**src/rtl/btls_pkg.sv**
```systemverilog
// Shared types, codes and defaults of the BMP texture loader and sampler.
package btls_pkg;

    localparam int MAX_WIDTH_DEF    = 256;
    localparam int MAX_HEIGHT_DEF   = 256;
    localparam int UV_FRAC_BITS_DEF = 16;
    localparam int HEADER_BYTES     = 54;
    localparam int QUEUE_DEPTH      = 2;

    localparam logic [7:0] SIG_B = 8'h42;
    localparam logic [7:0] SIG_M = 8'h4D;

    typedef enum logic [2:0] {
        ST_OK         = 3'd0,
        ST_SIGNATURE  = 3'd1,
        ST_DEPTH      = 3'd2,
        ST_SIZE       = 3'd3,
        ST_OFFSET     = 3'd4,
        ST_NO_TEXTURE = 3'd5
    } t_status;

    // Request passed from the front end to the back end
    typedef struct packed {
        logic        op;
        logic [7:0]  file_byte;
        logic        first_byte;
        logic [31:0] u_coord;
        logic [31:0] v_coord;
    } t_req;

    // Result passed to the output register
    typedef struct packed {
        logic       is_sample;
        t_status    status;
        logic [7:0] blue;
        logic [7:0] green;
        logic [7:0] red;
    } t_res;

endpackage

```
**src/rtl/btls_front.sv**
```systemverilog
// Front end: accepts requests into a short queue towards the back end.
module btls_front (
    input  logic           i_clk,
    input  logic           i_rst_n,
    input  logic           i_valid,
    output logic           o_ready,
    input  btls_pkg::t_req i_req,
    output logic           o_valid,
    input  logic           i_ready,
    output btls_pkg::t_req o_req
);

    localparam int D = btls_pkg::QUEUE_DEPTH;

    btls_pkg::t_req r_q [D];
    logic [$clog2(D)-1:0] r_wp, r_rp;
    logic [$clog2(D):0]   r_cnt;
    logic push, pop;

    assign o_ready = (r_cnt != ($clog2(D)+1)'(D));
    assign o_valid = (r_cnt != '0);
    assign o_req   = r_q[r_rp];
    assign push    = i_valid && o_ready;
    assign pop     = o_valid && i_ready;

    // queue storage
    always_ff @(posedge i_clk) begin
        if (push) r_q[r_wp] <= i_req;
    end

    // pointers and fill level
    always_ff @(posedge i_clk) begin
        if (!i_rst_n) begin
            r_wp  <= '0;
            r_rp  <= '0;
            r_cnt <= '0;
        end else begin
            if (push) r_wp <= ($clog2(D))'((r_wp + 1'b1) % D);
            if (pop)  r_rp <= ($clog2(D))'((r_rp + 1'b1) % D);
            r_cnt <= r_cnt + ($clog2(D)+1)'(push) - ($clog2(D)+1)'(pop);
        end
    end

endmodule

```
**config.mk**
```make
export PLATFORM = sky130hd
export DESIGN_NAME = btls_front
export DESIGN_NICKNAME = d
export VERILOG_FILES = /design/src/rtl/btls_pkg.sv /design/src/rtl/btls_front.sv
export SDC_FILE = /design/constraint.sdc
export NUM_CORES = 1
export LEC_CHECK = 0
export ABC_CLOCK_PERIOD_IN_PS = 2700
export BUFFER_PORTS_ARGS = -buffer_cell sky130_fd_sc_hd__buf_4
export CAP_MARGIN = 20
export CORE_UTILIZATION = 47
export CTS_CLUSTER_SIZE = 40
export DETAILED_ROUTE_END_ITERATION = 10
export HOLD_SLACK_MARGIN = 0.03
export PLACE_DENSITY_LB_ADDON = 0.12
export SLEW_MARGIN = 20
export SYNTH_ARGS = -nofsm -noshare
export SYNTH_HDL_FRONTEND = slang
export SYNTH_SLANG_ARGS = --single-unit
```
**constraint.sdc**
```tcl
create_clock -name i_clk -period 2.7 [get_ports i_clk]
set_input_delay 0.135 -clock i_clk [delete_from_list [all_inputs] [get_ports i_clk]]
set_output_delay 0.135 -clock i_clk [all_outputs]
set_load 0.005 [all_outputs]
```
# ---- After elaboration in Yosys (flattened, before gate mapping)
# Memories as Yosys holds them, arrays and structs flattened. A register that Yosys moved wholly into a read port is not among the register bits.
# Cells that the tools add are included.
# W data, S select, Z words.
dict set report op_classes {
  add_sub_neg 4
  mul 0
  div 0
  magnitude_cmp 0
  eq_ne 1
  shift 0
  mux 4
  n_bitwise 0
  n_reduce_logical 3
}
# op count
set ops {}
lappend ops {{$mux W1} 4}
lappend ops {{$add A1 B1 Y1 const B} 2}
lappend ops {{$add A2 B1 Y2} 1}
lappend ops {{$logic_and A1 B1 Y1} 2}
lappend ops {{$ne A2 B2 Y1 const B} 1}
lappend ops {{$reduce_bool A2 Y1} 1}
lappend ops {{$sub A2 B1 Y2} 1}
dict set report totals {
  register_bits 4
  latch_bits 0
  ramBits 148
  mem_bits_ro 0
  output_inout_bits 76
  word_cells 16
  n_memories 1
}
# memory words width read_ports rd_clocked_by_memory_dff wr line_no
set mem_list {}
lappend mem_list {r_q 2 74 1 1 1 btls_front.sv:15} ;# btls_pkg::t_req r_q [D];

# ---- Depth between registers and ports, before layout
# Gate-level depths: netlist of run 1.
dict set report depth {
  depth_word 4
  mapped_depth 6
}

# ---- Worst setup path after synthesis of run 1
# No wires, ideal clock.
dict set report synth_timing {
  path_kind {flip-flop to flip-flop}
  start {register r_cnt[0]}
  end {memory r_q[1][0] (netlist name), enable pin}
  setup_time_ns 0.441
  t_arrival_ns 2.400
  required_ns 2.259
  slack_ns -0.140
  path_stages_with_launch 3
  n_path_buf 0
  period_less_slack_ns 2.840
  path_cell_list {dfxtp_1 -> nand2b_1 -> and3_1}
}
dict set report synth_via {
  elab_chain_len 4
}
# element line_no
set synth_rtl {}
lappend synth_rtl {{start: declaration} btls_front.sv:17} ;# logic [$clog2(D):0] r_cnt;
lappend synth_rtl {{start signal: assignment} btls_front.sv:40} ;# r_cnt <= r_cnt + ($clog2(D)+1)'(push) - ($clog2(D)+1)'(pop);
lappend synth_rtl {{$ne A2 B2 Y1} btls_front.sv:20} ;# assign o_ready = (r_cnt != ($clog2(D)+1)'(D));
lappend synth_rtl {{via o_ready} btls_front.sv:6} ;# output logic o_ready,
lappend synth_rtl {{$logic_and A1 B1 Y1} btls_front.sv:23} ;# assign push = i_valid && o_ready;
lappend synth_rtl {{$mux W1} btls_front.sv:28} ;# if (push) r_q[r_wp] <= i_req;
lappend synth_rtl {{$mux W1 (implied by the code)} btls_front.sv:28}
lappend synth_rtl {{end: declaration} btls_front.sv:15}
# The timed path passes the listed nets, and every way through them passes these cells.

==> metrics.md, run 1 <==
| Metric | Value |
|---|---|
| Status | finished clean |
| Number of H-tree levels | 4 |
| Setup TNS | 0 ns |
| Final hold viol count | 0 |
| Worst hold slack | about 0.053 ns |
| Count of nets after finishing | 584 |
| Post-detailed-routing wire length | approximately 11 mm |
| Actual slew at the worst max-slew pin | between 0.5 and 0.6 ns |
| Cell Int Power | 5030 uW |
| Register-to-register setup slack | approximately 0.82 ns |
| Die area | between 10000 and 15000 um2 |
| Power density of the placed cells | about 770 nW/um2 |
| Routed wl met3 | 574 um |
| Overflow left after global routing | 0 |
| Standard-cell row count | 40 |
| CORE AREA | approximately 12000 um2 |
| Count of endpoints failing setup in the final report | 0 |
| Switching power of the nets | about 1500 uW |
| CTS Buf Count | 17 |
| Number of warning messages in the yosys log | 0 |
| Remaining DRCs | 0 |
| Post-Synthesis Cell Area | ~5800 um2 |
| Post-CTS setup buffers | 0 |
| Post-synthesis average cell area | roughly 23 um2 |
| Placer congestion estimate | roughly 0.71 |
| Detailed-routing iteration count for the pre-antenna-repair pass | 6 |
| Detailed placement HPWL | approximately 6.6 mm |
| Clock tree from TritonCTS | built |
| Post-CTS clock slew at the launch and capture registers of the worst setup and hold paths | approximately 0.05 ns |
| Req. time, crit path | roughly 2.6 ns |
| Die width | between 100 and 150 um |
| Clock latency on the worst-skew pair | 0.41 ns |
| Gate count of the mapped netlist | around 260 |
| HP Class | in2reg |
| Max-slew headroom at the worst pin | 0.614 |
| Data arrival at the endpoint of the critical path | 1.98 ns |
| Peak supply drop | 0.447 mV |
| Terminus of the critical flop-to-flop path | r_q[1][8] |
| Highest layer used for signal routing | met4 |
| R2R cell count | 3 |
| Share of power burned in combinational logic | 0.239 |
| Starting utilization of the core area | 0.485 |
| Switching share of power | 0.228 |
| Worst Hold Launch | i_valid |
| Largest net degree at the start of global routing | 47 |
| Top Ports | between 150 and 200 |
| Initial antenna violation count | 0 |
| Cell variety after synth | 26 |
| Type of destination of the critical path | output pin |
| Max Root-Sink Buffers | 2 |
| Clock Skew | ~0.013 ns |
| Kind of start point of the critical path | register |
| Highest net fanout along the worst path | 30 |
| Starting DRC count in detailed routing | between 150 and 200 |
| Post-synthesis sequential element count | approximately 150 |
| Count of input and output buffers | 153 |
| Global-route usage over all layers | 0.176 |
| Clock power share | 0.297 |
| Unrepaired setup endpoints after global routing | false |
| Wire length of the first global-routing pass | around 16 mm |
| Total via count in the routed design | between 3000 and 4000 |
| Sequential cell area fraction in the yosys report | 0.777 |
| Share of post-route cells with drive strength above 1 | 0.503 |
| Type of the worst setup path | reg2out |
| Wire length on met2 | between 5 and 6 mm |
| Inserted Diodes | 0 |
| Part of the total power dissipated in sequential elements | 0.465 |
| Area growth from synthesis to final layout | 44.8% |
| Root buffer cell | clkbuf_16 |
| Antenna violation net count after detailed routing | 0 |
| Syn_nets | between 300 and 400 |
| Sink Count | around 150 |
| Share of the clock period used by the worst path after layout | 0.782 |
| Hold-critical path endpoint | r_wp |
| Worst hold path depth | 3 |
| Wirelength per Cell | approximately 16 um |
| Post-Route M1 WL | approximately 4.3 mm |
| Start of the worst register-to-register path | r_cnt[0] |
| Number of global-route vias before repair | ~3300 |
| Fin crit period | 2.11 ns |
| Max-cap violation count | 0 |
| Fmax achieved | roughly 470 MHz |
| Leakage power | roughly 0.0033 uW |
| Die span in y | approximately 110 um |
| Max-slew violation total from the final report | 0 |
| Post-DR vias/cell | between 4 and 5 |
metrics by stage:
step           cells  setup WS (ns)  power, uW   util  cell area, um2
6_report         683          0.588       6520  0.702            8460
5_1_grt          683          0.492       6780  0.702            8460
4_1_cts          683          0.544       6600  0.702            8460
3_5_place_dp     579          0.833       4570  0.600            7240
3_3_place_gp     579          0.892       4540  0.600            7240
2_1_floorplan    259          0.124       3880      -            5850
synthesized netlist by cell type:
master    number  share of area
mux2i_1        1         0.0017
or2_2          1         0.0011
buf_6          6          0.012
buf_4          1         0.0013
o21ai_0        1        0.00086
a21boi_1       1         0.0013
and3_1         1         0.0011
and2_1         3         0.0032
nand3b_1       1         0.0013
buf_2          1        0.00086
edfxtp_1     148           0.76
a32oi_1        1         0.0015
mux2_2        14          0.027
inv_1          1        0.00064
o21ai_1        1        0.00086
xnor2_1        1         0.0015
nand3_1        1        0.00086
nor2_1         2         0.0013
dfxtp_1        5          0.017
a21bo_1        2         0.0034
nand2_1        1        0.00064
a211oi_1       1         0.0013
nor2b_1        1         0.0011
ha_1           1         0.0021
mux2_4        60           0.15
nand2b_1       2         0.0021
final cells by class:
type,instances,area [um2]
multi-input combinational,97,1220
inverter,1,5.00
timing repair buffer,235,2000
sequential,153,4550
tap,168,210
clock inverter,7,31.3
clock buffer,22,444
fill,800,3600
routing by layer:
metal  vias up  track usage
met5         -            0
met4         0       0.0772
met3        13       0.0590
met2        97        0.309
met1      1536        0.195
li1       1512            -
logic make-up after synthesis:
group                    Yosys count  synth area share
XOR/XNOR                           1           0.00150
buffers and inverters              9            0.0143
multiplexers                      75             0.183
flip-flops                       153             0.777
AND/OR/NAND/NOR                   13            0.0126
adder cells (fa/ha/maj)            1           0.00214
AO/OA/AOI/OAI                      7           0.00920
sequential cells by signal (all words and copies together) (netlist names), named ones only:
name / cells
r_wp: 1
r_q: 148
r_rp: 1
r_cnt: 2
worst max-delay path: stages, from the launching register on:
cell and delay, ns:
dfxtp_4 0.71, buf_4 0.33, mux2_2 0.37, buf_4 0.14
cells in the final DEF (no fill, tap or decap), types with 3 or more instances in the layout:
| cell | instances |
|---|---|
| buf_4 | 156 |
| edfxtp_1 | 148 |
| dlygate4sd3_1 | 75 |
| mux2_4 | 60 |
| clkbuf_16 | 17 |
| mux2_2 | 14 |
| clkinv_2 | 5 |
| clkbuf_1 | 5 |
| buf_12 | 4 |
| dfxtp_1 | 4 |
| and2_1 | 3 |
| clkinv_1 | 3 |
how the worst max path moves through the flow:
stage	to	startpoint	slack (ns)
3_3_place_gp	r_q[1][6]	r_cnt[0]	0.89
2_1_floorplan	r_q[0][0]	r_cnt[0]	0.12
5_1_grt	o_req[67]	register	0.49
3_5_place_dp	r_q[1][10]	r_cnt[0]	0.83
4_1_cts	o_req[67]	register	0.54
6_report	o_req[67]	register	0.59
power groups by stage:
| stage | registers (uW) | clock network [uW] | logic (uW) |
|---|---|---|---|
| after floorplan | 3000 | 0 | 879 |
| after global placement | 3070 | 0 | 1470 |
| after detailed placement | 3080 | 0 | 1480 |
| after CTS | 3040 | 1980 | 1580 |
| after global routing | 3060 | 2070 | 1660 |
| final | 3030 | 1930 | 1560 |
timing repair:
item                      CTS  global route
resized for setup           0             0
hold buffers               75             0
hold endpoints to repair  153             0
Power figures use the tool's default switching activity.
==> inputs of run 2 (changes only) <==
--- a/config.mk
+++ b/config.mk
@@ -5,10 +5,10 @@
 export SDC_FILE = /design/constraint.sdc
 export NUM_CORES = 1
 export LEC_CHECK = 0
-export ABC_CLOCK_PERIOD_IN_PS = 2700
+export ABC_CLOCK_PERIOD_IN_PS = 2200
 export BUFFER_PORTS_ARGS = -buffer_cell sky130_fd_sc_hd__buf_4
 export CAP_MARGIN = 20
-export CORE_UTILIZATION = 47
+export CORE_UTILIZATION = 52
 export CTS_CLUSTER_SIZE = 40
 export DETAILED_ROUTE_END_ITERATION = 10
 export HOLD_SLACK_MARGIN = 0.03
==> constraint.sdc (replaced) <==
create_clock -name i_clk -period 2.2 [get_ports i_clk]
set_input_delay 0.11 -clock i_clk [delete_from_list [all_inputs] [get_ports i_clk]]
set_output_delay 0.11 -clock i_clk [all_outputs]
set_load 0.005 [all_outputs]
==> run 2 against run 1 <==
Compared with the run above: clock power rose by 43%; clock skew fell by 0.0066 ns; routed wire length fell by 3.1%; die area fell by 9.5%; total power rose by 29%; utilization rose by 8.6 points; non-clock buffer count rose by 5; final area rose by 1.4%; critical path depth did not move; sequential share of layout area fell by 0.72 points; largest power group unchanged; first-iteration DRC count fell by 23%.
==> metrics.md, run 2 (same netlist as run 1, synthesis figures left out) <==
| Metric | Value |
|---|---|
| Status | finished clean (unchanged) |
| Worst hold path depth | 2 (was 3) |
| Req. time, crit path | 2.09 ns (was 2.57 ns) |
| Flip-flop count of the largest register, all copies and words added | 148 (unchanged) |
| Type of the worst setup path | reg2out (unchanged) |
| Peak supply drop | 0.612 mV (was 0.447 mV) |
| Number of buffer and inverter stages on the critical path | 2 (unchanged) |
| Number of global-route vias before repair | 3378 (was 3312) |
| Max-slew violation total from the final report | 0 (unchanged) |
| Filler cell count in the final layout | 603 (was 800) |
| Fin crit period | around 2.0 ns |
| Data arrival at the endpoint of the critical path | 1.89 ns (was 1.98 ns) |
| Die span in y | 108 um (was 114 um) |
| Critical-path top delay cell | dfxtp_4 (unchanged) |
| Root buffer cell | clkbuf_8 (was clkbuf_16) |
| Most frequent cell on the critical path | buf_4 (unchanged) |
| Count of input and output buffers | 153 (unchanged) |
| Post-detailed-routing wire length | 10.6 mm (was 10.9 mm) |
| Critical Path Stages | 3 (unchanged) |
| Highest layer used for signal routing | met4 (unchanged) |
| CP cell instances | buf_4, mux2_4, buf_4 (was buf_4, mux2_2, buf_4) |
| R2R cell count | 4 (was 3) |
| Resized cells post-CTS | 0 (unchanged) |
| Post-CTS clock slew at the launch and capture registers of the worst setup and hold paths | 0.06 ns (was 0.05 ns) |
| Overflow left after global routing | 0 (unchanged) |
| Post-Route M1 WL | 4.27 mm (was 4.32 mm) |
| Actual slew at the worst max-slew pin | 0.437 ns (was 0.579 ns) |
| Die area | 11700 um2 (was 12900 um2) |
| HP Class | in2reg (unchanged) |
| Clock Skew | 0.00666 ns (was 0.0133 ns) |
| Starting utilization of the core area | 0.537 (was 0.485) |
| Largest net degree at the start of global routing | 50 (was 47) |
| Final core occ | 0.788 (was 0.702) |
| Share of the clock period used by the worst path after layout | 0.909 |
| Largest stage delay, worst path | 0.62 ns (was 0.71 ns) |
| Count of hold-fix buffers inserted at cts | 77 (was 75) |
| Wirelength per Cell | 15.9 um (was 16.0 um) |
| Top cell family by delay on the critical path | flip-flops (unchanged) |
| Antenna violation net count after detailed routing | 0 (unchanged) |
| Wire length on met2 | 5.56 mm (was 5.85 mm) |
| Remaining DRCs | 0 (unchanged) |
| Power density of the placed cells | 981 nW/um2 (was 770 nW/um2) |
| Type of destination of the critical path | output pin (unchanged) |
| Global-route usage over all layers | 0.188 (was 0.176) |
| Inserted Diodes | 0 (unchanged) |
| Setup TNS | 0 ns (unchanged) |
| Share of post-route cells with drive strength above 1 | 0.520 (was 0.503) |
| Die width | 108 um (was 114 um) |
| Max-cap violation count | 0 (unchanged) |
| Detailed placement HPWL | 6.41 mm (was 6.63 mm) |
| Clock tree from TritonCTS | built (unchanged) |
| Fmax achieved | around 500 MHz |
| Standard-cell row count | 38 (was 40) |
| Routed wl met3 | 550 um (was 574 um) |
| Highest net fanout along the worst path | 23 (was 30) |
| Leakage power | 0.00337 uW (was 0.00331 uW) |
| Commonest non-fill, non-tap cell in the layout | buf_4 (unchanged) |
| Clock latency on the worst-skew pair | 0.51 ns (was 0.41 ns) |
| Count of endpoints failing setup in the final report | 0 (unchanged) |
| CTS Buf Count | 17 (unchanged) |
| Wire length of the first global-routing pass | 16.0 mm (was 16.4 mm) |
| CORE AREA | 10900 um2 (was 12100 um2) |
| Starting DRC count in detailed routing | 139 (was 180) |
| Max-slew headroom at the worst pin | 0.708 (was 0.614) |
| Largest registers | r_q (148), r_cnt (2) (unchanged) |
| Final hold viol count | 0 (unchanged) |
| Unrepaired setup endpoints after global routing | false (unchanged) |
| Number of H-tree levels | 4 (unchanged) |
| Post-CTS setup buffers | 0 (unchanged) |
| Multi-input combinational cell area | 1220 um2 (unchanged) |
| Post-DR vias/cell | 4.80 (was 4.62) |
| Top Ports | 154 (unchanged) |
| Initial antenna violation count | 0 (unchanged) |
| Start of the worst register-to-register path | r_cnt[0] (unchanged) |
| Commonest cells after routing, fill and taps aside | buf_4 (159), edfxtp_1 (148), dlygate4sd3_1 (77), mux2_4 (60), clkbuf_16 (16) (was buf_4 (156), edfxtp_1 (148), dlygate4sd3_1 (75), mux2_4 (60), clkbuf_16 (17)) |
| Detailed-routing iteration count for the pre-antenna-repair pass | 4 (was 6) |
| Count of nets after finishing | 589 (was 584) |
| Sink Count | 153 (unchanged) |
| Area growth from synthesis to final layout | 46.7% (was 44.8%) |
| Biggest register | r_q (unchanged) |
| Kind of start point of the critical path | register (unchanged) |
| Total area of sequential cells | 4550 um2 (unchanged) |
| Max Root-Sink Buffers | 2 (unchanged) |
| Placer congestion estimate | 0.733 (was 0.710) |
| Total via count in the routed design | 3183 (was 3158) |
| Worst Hold Launch | i_req[38] (was i_valid) |
## run 2: changes by cell type in the layout (fill, tap and decap cells not counted)
cell / delta
clkinv_2: -2
clkbuf_1: -4
clkbuf_16: -1
clkinv_4: +1
clkinvlp_4: +6
clkbuf_8: +4
dlygate4sd3_1: +2
clkinv_1: -3
buf_4: +3
bufinv_16: +2
## run 2: metal layers
layer / vias up / GRT usage
li1: 1529 / -
met1: 1549 / 0.215
met2: 92 / 0.328
met3: 13 / 0.0506
met4: 0 / 0.0890
met5: - / 0
## run 2: final timing paths
path                            slack, ns         end
worst max-delay path                 0.20   o_req[35]
worst min-delay path                 0.32  r_q[0][38]
worst max register to register       0.59  r_q[0][71]
worst min register to register       0.58    register
## run 2: where the power goes
part / total, uW / internal, uW / switching (uW)
Clock: 2760 / 1700 / 1060
Sequential: 3700 / 3550 / 150
Combinational: 1960 / 1250 / 706
Total: 8420 / 6500 / 1920
## run 2: cell type report
cell class	count	area share
clock inverters	11	0.0141
clock buffers	21	0.0535
repair buffers	240	0.238
multi-input cells	97	0.143
flip-flops and latches	153	0.530
well taps	140	0.0204
inverters	1	0.000875
## run 2: stage by stage
| step | worst slack (ns) | hold slack, ns | power, uW | cell area [um2] | instances |
|---|---|---|---|---|---|
| 6_report | 0.200 | 0.322 | 8420 | 8580 | 663 |
| 4_1_cts | 0.161 | 0.295 | 8490 | 8580 | 663 |
| 3_3_place_gp | 0.648 | 0.294 | 5590 | 7230 | 554 |
| 3_5_place_dp | 0.605 | 0.297 | 5620 | 7230 | 554 |
| 2_1_floorplan | 0.0188 | 0.209 | 4760 | 5850 | 259 |
| 5_1_grt | 0.119 | 0.302 | 8760 | 8580 | 663 |
